$ cat src/sv/ucps_pkg.sv
// Shared types and constants for the uniform-cost path search block.
// Depends on nothing; every other file but ucps_ram imports it.
package ucps_pkg;

	localparam int NODES_DEF      = 32;
	localparam int FRONTIER_DEF   = 256;
	localparam int RECORD_DEF     = 256;
	localparam int WEIGHT_DEF     = 16;

	localparam int COST_W         = 24;
	localparam logic [COST_W-1:0] COST_MAX = 24'hFFFFFF;
	localparam int PORT_NODE_W    = 5;
	localparam int PORT_WEIGHT_W  = 16;
	localparam int PATH_DEPTH     = 32;
	localparam int PATH_IDX_W     = 5;
	localparam int PATH_LEN_W     = 6;

	typedef enum logic [1:0] {
		ST_FOUND     = 2'd0,
		ST_UNREACH   = 2'd1,
		ST_FRONT_OVF = 2'd2,
		ST_REC_OVF   = 2'd3
	} status_t;

	typedef struct packed {
		logic    in_rdy;
		logic    clear_step;
		logic    init;
		logic    check;
		logic    exp_run;
		logic    exp_close;
		logic    scan_run;
		logic    take;
		logic    tr_read;
		logic    tr_push;
		logic    emit_path;
		logic    emit_fail;
		status_t fail_code;
	} ucps_cmd_t;

	typedef struct packed {
		logic clear_done;
		logic in_valid;
		logic req_search;
		logic nodes_ok;
		logic ins_fail;
		logic exp_done;
		logic fr_empty;
		logic rec_full;
		logic scan_done;
		logic at_goal;
		logic len_full;
		logic tr_root;
		logic emit_last;
		logic out_free;
	} ucps_stat_t;

endpackage

$ cat src/sv/ucps_ctrl.sv
// Sequencer of the path search: clearing pass, expansion, frontier scan,
// path trace and result emission. Depends on ucps_pkg.
module ucps_ctrl import ucps_pkg::*; (
	input  logic       clk,
	input  logic       arst_n,
	input  ucps_stat_t stat,
	output ucps_cmd_t  cmd
);
	typedef enum logic [3:0] {
		S_CLEAR, S_IDLE, S_CHECK, S_EXP, S_EXP_END, S_SCAN, S_TAKE,
		S_TR_RD, S_TR_WB, S_EMIT, S_FAIL
	} state_t;

	state_t  state_q;
	status_t fail_q;

	always_ff @(posedge clk or negedge arst_n) begin
		if (!arst_n) begin
			state_q <= S_CLEAR;
			fail_q  <= ST_FOUND;
		end else begin
			unique case (state_q)
				S_CLEAR: begin
					if (stat.clear_done)
						state_q <= S_IDLE;
				end
				S_IDLE: begin
					if (stat.in_valid && stat.req_search) begin
						if (stat.nodes_ok) begin
							state_q <= S_CHECK;
						end else begin
							fail_q  <= ST_UNREACH;
							state_q <= S_FAIL;
						end
					end
				end
				S_CHECK: begin
					state_q <= stat.at_goal ? S_TR_RD : S_EXP;
				end
				S_EXP: begin
					if (stat.ins_fail) begin
						fail_q  <= ST_FRONT_OVF;
						state_q <= S_FAIL;
					end else if (stat.exp_done) begin
						state_q <= S_EXP_END;
					end
				end
				S_EXP_END: begin
					priority if (stat.fr_empty) begin
						fail_q  <= ST_UNREACH;
						state_q <= S_FAIL;
					end else if (stat.rec_full) begin
						fail_q  <= ST_REC_OVF;
						state_q <= S_FAIL;
					end else begin
						state_q <= S_SCAN;
					end
				end
				S_SCAN: begin
					if (stat.scan_done)
						state_q <= S_TAKE;
				end
				S_TAKE: begin
					state_q <= S_CHECK;
				end
				S_TR_RD: begin
					if (stat.len_full) begin
						fail_q  <= ST_REC_OVF;
						state_q <= S_FAIL;
					end else begin
						state_q <= S_TR_WB;
					end
				end
				S_TR_WB: begin
					state_q <= stat.tr_root ? S_EMIT : S_TR_RD;
				end
				S_EMIT: begin
					if (stat.out_free && stat.emit_last)
						state_q <= S_IDLE;
				end
				S_FAIL: begin
					if (stat.out_free)
						state_q <= S_IDLE;
				end
				default: state_q <= S_CLEAR;
			endcase
		end
	end

	always_comb begin
		cmd            = '0;
		cmd.fail_code  = fail_q;
		cmd.in_rdy     = (state_q == S_IDLE);
		cmd.clear_step = (state_q == S_CLEAR) && !stat.clear_done;
		cmd.init       = (state_q == S_IDLE) && stat.in_valid && stat.req_search &&
			stat.nodes_ok;
		cmd.check      = (state_q == S_CHECK);
		cmd.exp_run    = (state_q == S_EXP);
		cmd.exp_close  = (state_q == S_EXP_END);
		cmd.scan_run   = (state_q == S_SCAN);
		cmd.take       = (state_q == S_TAKE);
		cmd.tr_read    = (state_q == S_TR_RD) && !stat.len_full;
		cmd.tr_push    = (state_q == S_TR_WB);
		cmd.emit_path  = (state_q == S_EMIT) && stat.out_free;
		cmd.emit_fail  = (state_q == S_FAIL) && stat.out_free;
	end
endmodule

$ cat config.mk
export PLATFORM = sky130hd
export DESIGN_NAME = ucps_ctrl
export DESIGN_NICKNAME = d
export VERILOG_FILES = /design/src/sv/ucps_pkg.sv /design/src/sv/ucps_ctrl.sv
export SDC_FILE = /design/constraint.sdc
export NUM_CORES = 1
export LEC_CHECK = 0
export BUFFER_PORTS_ARGS = -buffer_cell sky130_fd_sc_hd__buf_2
export CAP_MARGIN = 20
export CORE_ASPECT_RATIO = 0.9
export CORE_UTILIZATION = 25
export DETAILED_ROUTE_END_ITERATION = 16
export HOLD_SLACK_MARGIN = 0.15
export MAX_ROUTING_LAYER = met4
export PLACE_DENSITY = 0.6
export SYNTH_ARGS = -nofsm -noshare
export SYNTH_HDL_FRONTEND = slang
export SYNTH_SLANG_ARGS = --single-unit
export TNS_END_PERCENT = 30
$ cat constraint.sdc
create_clock -name clk -period 1.66 [get_ports clk]
set_input_delay 0.249 -clock clk [delete_from_list [all_inputs] [get_ports clk]]
set_output_delay 0.249 -clock clk [all_outputs]
set_load 0.02 [all_outputs]
After elaboration in Yosys (flattened, before gate mapping)
Cells that the tools add are included.
{"block": "totals", "ff_bits": 6, "inputBits": 16, "word_cells": 58, "out_inout_bits": 14}
{"block": "classes", "eq_ne": 20, "reduce_logical": 15, "muxes": 21}
{"cell": "2-to-1 mux 4 bit", "n": 11}
{"cell": "case mux 4 bit (11 select lines)", "n": 1}
{"cell": "equality test 4 x 3 -> 1 bit, second input constant", "n": 4}
{"cell": "2-to-1 mux 2 bit", "n": 7}
{"cell": "inequality test 2 bit, second input constant", "n": 7}
{"cell": "equality test 4 bit, second input constant", "n": 3}
{"cell": "AND reduction 6 bit", "n": 2}
{"cell": "logical AND 1 bit", "n": 9}
{"cell": "equality test 4 x 2 -> 1 bit, second input constant", "n": 2}
{"cell": "case mux 2 bit (4 select lines)", "n": 1}
{"cell": "inequality test 3 bit, second input constant", "n": 2}
{"cell": "equality test 4 x 1 -> 1 bit, second input constant", "n": 1}
{"cell": "logical NOT 4 bit", "n": 1}
{"cell": "nonzero test 4 bit", "n": 1}
{"cell": "2-to-1 mux 3 bit", "n": 1}
{"cell": "logical NOT 1 bit", "n": 2}
{"cell": "inequality test 2 x 1 -> 1 bit, second input constant", "n": 1}

Depth between registers and ports, before layout
Gate-level depths: netlist of run 1.
{"block": "logic_depth", "word_depth": 4, "depth_mapped": 6, "ltp_nobuf": 5}

Worst setup path before layout of run 1
Ideal clock, no wire load.
{"block": "synth_timing", "path_kind": "register to register", "start": "reg state_q[2]", "end": "reg fail_q[1]", "slack_ps": -230, "arrival_ps": 1765, "t_required_ps": 1535, "setup_time_ps": 125, "path_stages_with_launch": 7, "path_cell_list": "dfrtp_1 > buf_2 > nor4b_2 > o21ai_0 > o2111ai_2 > nor2_2 > mux2_4"}
{"element": "start, declared", "line": "ucps_ctrl.sv:14", "text": "state_t state_q;"}
{"element": "start signal, assigned", "line": "ucps_ctrl.sv:38", "text": "state_q <= stat.at_goal ? S_TR_RD : S_EXP;"}
{"element": "start signal, assigned", "line": "ucps_ctrl.sv:75", "text": "state_q <= stat.tr_root ? S_EMIT : S_TR_RD;"}
{"element": "end signal, assigned", "line": "ucps_ctrl.sv:20", "text": "fail_q <= ST_FOUND;"}
{"element": "end signal, assigned", "line": "ucps_ctrl.sv:32", "text": "fail_q <= ST_UNREACH;"}
{"element": "end signal, assigned", "line": "ucps_ctrl.sv:42", "text": "fail_q <= ST_FRONT_OVF;"}
{"element": "end, declared", "line": "ucps_ctrl.sv:15", "text": "status_t fail_q;"}

==> impl_metrics.toml, run 1 <==
[critical_path]
worstSetupPathType = "flop to output port"
timing.reg2reg.worst_path_depth = 6
setup.worst_path.end_class = "output port"
worst_ep_arrival_time_ns = 1.54
worst-endpoint-required_ns = 1.41
crit-reg2reg-capture = "fail_q[1]"
reg2reg_setup_slack_ns = -0.04
cp_max_fo = 4
startpoint = "state_q[2]"
cp-start-kind = "flop"
reg2reg_from = "state_q[2]"

[routing]
drc = 0
detail_route.vias_per_cell = 5.30
first_pass_iters = 4
routed_wl_um = 2470
drc_violation_total_after_the_first_tritonroute_iteration = 20
vias = 875
ant_nets = 0
wire_per_inst_um = 15.0

[final_layout]
flow.area_growth_from_synthesis_pct = 83.5
post_route_cells_drive_above_1_share_pct = 58.7
antenna_cells_inserted = 0
num-nets-final = 156
post-route-util_pct = 51.1
stdcell_count = 165
num-fill-cells = 243

[hold_path]
timing.hold.worst_path_depth = 2
worst_hold_startpoint = "stat[5]"
timing.hold.worst.class = "input port to flop"
whs_endpoint = "state_q[2]"

[clock_network]
cts.sinks = 6
cts.reportedPaths.clkPinSlew_ns = 0.05
tritoncts = "yes"
cts_buffer_depth = 2
clock_tree.root_cell = "clkbuf_4"
htree_levels = 1
cts-buffers-inserted = 3
worst_skew_pair.late_latency_ns = 0.24

[synth]
netlist_area_um2 = 636
yosysWarnings = 0
ys_seq_area_share_pct = 23.6
netlist.area_leader.share_pct = 23.6
synthFlopType = "dfrtp_1"
top_count_cell_post_synth = "nor2_1"
synth_edf_count = 0
synth_top_cell_by_area = "dfrtp_1"
ys_top_cells_by_area = "dfrtp_1, nor2_1, nand2_1"
synth_area_per_cell_um2 = 7.22
synth.top_cells.by_count = "nor2_1, nand2_1, dfrtp_1, o21ai_0"
synthesis.instances = 88
postSynth.asyncResetShare_pct = 100
ys_seq_elements = 6
synthesis.nets = 104
post_synth_num_cell_types = 37

[die]
chipWidth_um = 55.2
num_rows = 16
core_area_um2 = 2280
design.die.area_um2 = 2750
ios = 30
fp.dieH_um = 49.8
initial_core_util_pct = 27.9

[power_and_ir_drop]
power.clock.fraction_pct = 6.2
total_switching_power_mw = 0.977
ir_worst_vdd_uv = 839
power_density_nw_per_um2 = 1790
power.sequential.fraction_pct = 13.6
static-leakage-power_nw = 0.512
combPwrFrac_pct = 80.2
power_mw = 2.09
cellInternalPower_mw = 1.11
netSwitchingFraction_pct = 46.8

[timing]
finalClockSkew_ns = 0.00521
setup_slack_ns = -0.127
setup_violating_endpoint_count_in_the_final_report = 5
timing_worst_slew_pin_value_ns = 0.342
slew_limit_headroom_pct = 77.0
final-max-slew-violation-count = 0
layout_worst_path_cycle_share_pct = 108
layout_min_cycle_time_ns = 1.79
maxClockFrequency_ghz = 0.560
count_of_endpoints_failing_hold_in_the_final_timing_report = 0
rsz_0062_raised_after_global_routing = "true"

[global_routing]
grtUsageTotal_pct = 19.6
overflow = 0
antenna_found_initial = 0
number_of_global_route_vias_before_repair = 839
pin_count_of_the_biggest_net_entering_global_routing = 11
grt_pass1_wl_um = 3850

[status]
status = "finished, violations left"
failed_checks = "negative setup slack"

[placed_design]
port_buffers = 29
placedCellCount = 155
globalplace.congestion = 0.895
post-dp-hpwl_um = 1810

[flow_run]
max_cap_violations = 0
-- layer usage --
layer	up-vias	global-route usage [%]	wire length [um]
li1	429	-	-
met1	414	25.9	1080
met2	32	31.7	1270
met3	0	2.47	120
met4	0	3.33	0
met5	-	-	0
-- flip-flops by register name, indices dropped and copies added, names as in the netlist --
register and cells:
fail_q 2, state_q 4
-- metrics by stage --
step	hold slack [ns]	worst slack [ns]	cell area (um^2)	setup TNS [ns]
after floorplan	-0.0466	-0.0971	654	-0.145
after global placement	0.0758	-0.194	926	-0.282
after detailed placement	0.0790	-0.155	926	-0.201
after CTS	0.224	-0.135	1070	-0.187
after global routing	0.233	-0.185	1170	-0.794
final	0.249	-0.127	1170	-0.340
-- logic make-up after synthesis --
| logic type | synth area share (%) |
|---|---|
| AOI/OAI and AO/OA | 29.5 |
| buffers and inverters | 6.69 |
| DFF | 23.6 |
| muxes | 2.36 |
| and+or+nand+nor | 37.8 |
-- critical path, cell delays in order, from the launching register on --
cell	delay (ns)
dfrtp_1	0.39
buf_6	0.14
nor4b_4	0.29
buf_4	0.16
and4_4	0.20
buf_6	0.11
-- worst max-delay path by stage --
stage,to,slack [ns],cells after the start
after floorplan,fail_q[1],-0.1,6
after global placement,state_q[2],-0.19,4
after detailed placement,state_q[2],-0.15,5
after CTS,cmd[11],-0.13,5
after global routing,cmd[11],-0.19,5
final,cmd[11],-0.13,5
-- power groups by stage --
stage	Combinational [mW]	Sequential (mW)	Clock, mW
floorplan	0.797	0.307	0
CTS	1.49	0.276	0.134
detailed placement	1.29	0.289	0
finish	1.68	0.284	0.129
global route	1.79	0.291	0.145
global placement	1.31	0.291	0
-- cells in the final DEF, fill, tap and decap left out, types with 2 or more instances in the layout --
master / Yosys / routed
a31oi_1: 2 / 2
clkbuf_4: 0 / 3
o21ai_0: 6 / 5
dfrtp_1: 6 / 5
nand2_1: 11 / 9
nor4_2: 0 / 2
nand2_2: 0 / 2
a21boi_0: 2 / 2
buf_4: 0 / 24
o21ai_1: 4 / 4
nand2b_1: 3 / 2
nor2_4: 0 / 2
nor2_1: 12 / 7
a21oi_1: 4 / 3
nor2_2: 1 / 4
nor3_4: 0 / 2
buf_6: 1 / 9
or3_1: 3 / 2
buf_2: 4 / 18
-- area by class of cell --
cell class / count / area (um^2) / area share, %
Clock buffer: 3 / 22.5 / 1.93
Inverter: 2 / 10.0 / 0.858
Multi-Input combinational cell: 74 / 552 / 47.3
Sequential cell: 6 / 151 / 13.0
Tap cell: 27 / 33.8 / 2.90
Timing Repair Buffer: 53 / 397 / 34.0
-- what timing repair did --
item | CTS | global route
hold buffers | 1 | 0
endpoints found under the hold margin | 6 | 0
endpoints found under the setup margin | 13 | 17
pin swaps | 3 | 4
setup buffers | 5 | 1
resized for setup | 20 | 27
No activity file was read; power rests on OpenSTA's default activity.
==> inputs of run 2 (changes only) <==
Settings changed: SLEW_MARGIN set to 20.
Clock period 1.66 ns to 1.6 ns, I/O delays scaled along.
==> run 2 against run 1 <==
Compared with the run above: the run still ends with negative setup slack left; via count increased by 6.4%; combinational power increased by 7%; worst hold slack got worse by 0.031 ns; first-iteration DRC count increased by 55%; critical path depth unchanged; die area unchanged; critical endpoint unchanged; largest cell class unchanged; largest power group unchanged.
==> impl_metrics.toml, run 2 (synthesis gave the netlist of run 1 again) <==
[clock_network]
cts.sinks = 6
cts-buffers-inserted = 3
tritoncts = "yes"
worst_skew_pair.late_latency_ns = 0.24
cts.reportedPaths.clkPinSlew_ns = 0.05
cts_buffer_depth = 2
htree_levels = 1
clock_tree.root_cell = "clkbuf_4"

[routing]
first_pass_iters = 4
detail_route.vias_per_cell = 5.54
vias = 931
ant_nets = 0
routed_wl_um = 2450
wire_per_inst_um = 14.6
drc = 0
drc_violation_total_after_the_first_tritonroute_iteration = 31

[critical_path]
cp-start-kind = "flop"
crit-reg2reg-capture = "fail_q[1]"
reg2reg_setup_slack_ns = -0.13
reg2reg_from = "state_q[2]"
worstSetupPathType = "flop to output port"
worst-endpoint-required_ns = 1.36
cp_max_fo = 5
timing.reg2reg.worst_path_depth = 7
worst_ep_arrival_time_ns = 1.53
setup.worst_path.end_class = "output port"

[global_routing]
grtUsageTotal_pct = 17.9
number_of_global_route_vias_before_repair = 801
overflow = 0
antenna_found_initial = 0
grt_pass1_wl_um = 3510
pin_count_of_the_biggest_net_entering_global_routing = 12

[placed_design]
post-dp-hpwl_um = 1720
port_buffers = 29
globalplace.congestion = 0.830
place_ws_ns = -0.0633
placed_cell_area_um2 = 948

[power_and_ir_drop]
netSwitchingFraction_pct = 46.6
combPwrFrac_pct = 79.7
power_density_nw_per_um2 = 1890
power_mw = 2.25
power.sequential.fraction_pct = 14.0
cellInternalPower_mw = 1.20
power.clock.fraction_pct = 6.3
ir_worst_vdd_uv = 823
static-leakage-power_nw = 0.535
total_switching_power_mw = 1.05

[timing]
hold_ws_ns = 0.218
layout_min_cycle_time_ns = 1.77
final-max-slew-violation-count = 0
timing_worst_slew_pin_value_ns = 0.465
finalClockSkew_ns = 0.00600
slew_limit_headroom_pct = 69.0
rsz_0062_raised_after_global_routing = "true"
setup_slack_ns = -0.173
layout_worst_path_cycle_share_pct = 111
count_of_endpoints_failing_hold_in_the_final_timing_report = 0
maxClockFrequency_ghz = 0.564
setup_violating_endpoint_count_in_the_final_report = 15
setup_total_negative_slack_ns = -1.03

[die]
design.die.area_um2 = 2750
fp.dieH_um = 49.8
num_rows = 16
core_area_um2 = 2280
ios = 30
chipWidth_um = 55.2
initial_core_util_pct = 27.9

[flow_run]
max_cap_violations = 0

[final_layout]
post_route_cells_drive_above_1_share_pct = 56.0
antenna_cells_inserted = 0
mostFrequentLayoutCells = "buf_2, buf_4, buf_6, nand2_1, nor2_1"
num-nets-final = 159
reg.largest.list = "state_q x4, fail_q x2"
layout.cells.most_common = "buf_2"
fin_area_um2 = 1190
largest_register_ffs = 4
flow.area_growth_from_synthesis_pct = 87.8
regMostFlops = "state_q"

[hold_path]
timing.hold.worst_path_depth = 2
timing.hold.worst.class = "input port to flop"
whs_endpoint = "state_q[2]"
worst_hold_startpoint = "stat[5]"

[status]
failed_checks = "negative setup slack"
status = "finished, violations left"
## run 2: changes by cell type in the layout (fill, tap and decap cells not counted), sizes merged
cell	delta
buf	+3
## run 2: power by group through the flow
stage	Combinational, mW	Clock [mW]	Sequential, mW
after detailed placement	1.37	0	0.290
final	1.80	0.141	0.316
after global routing	1.92	0.155	0.325
after floorplan	0.827	0	0.319
after CTS	1.57	0.145	0.299
after global placement	1.37	0	0.287
## run 2: timing repair
action | 4_1_cts | 5_1_grt
hold buffers | 1 | 0
hold endpoints to repair | 6 | 0
buffers inserted | 2 | 3
pin swaps | 7 | 7
resized for setup | 26 | 20
cloned | 0 | 1
endpoints found under the setup margin | 15 | 17
## run 2: worst max path at each step
stage          depth (start not counted)        from   endpoint  slack [ns]
3_3_place_gp                           5  state_q[0]  fail_q[1]       -0.04
2_1_floorplan                          6  state_q[0]  fail_q[1]       -0.16
6_report                               5  state_q[2]    cmd[11]       -0.17
4_1_cts                                5  state_q[2]    cmd[11]       -0.16
3_5_place_dp                           6  state_q[2]  fail_q[1]       -0.06
5_1_grt                                5  state_q[2]    cmd[11]       -0.24
## run 2: cell type report
type	count	area, um^2
timing repair buffer	56	427
fill	228	1090
clock buffer	3	22.5
tap	27	33.8
multi-input combinational	74	552
sequential	6	151
inverter	2	7.51
## run 2: routing by layer
| layer | vias up | part of all wire [%] | track usage, % |
|---|---|---|---|
| met5 | - | 0 | - |
| met4 | 0 | 1.8 | 9.58 |
| met3 | 4 | 7.1 | 0 |
| met2 | 56 | 50 | 27.3 |
| met1 | 432 | 41 | 23.8 |
| li1 | 439 | - | - |
## run 2: critical path: stages (launching register included)
cell,delay [ns]
dfrtp_1,0.39
buf_6,0.14
nor4b_4,0.30
buf_4,0.16
and4_1,0.18
buf_6,0.12
## run 2: stage by stage
step           util (%)  std cells
2_1_floorplan         -         88
3_3_place_gp       41.6        158
3_5_place_dp       41.6        158
4_1_cts            47.6        164
5_1_grt            52.3        168
6_report           52.3        168
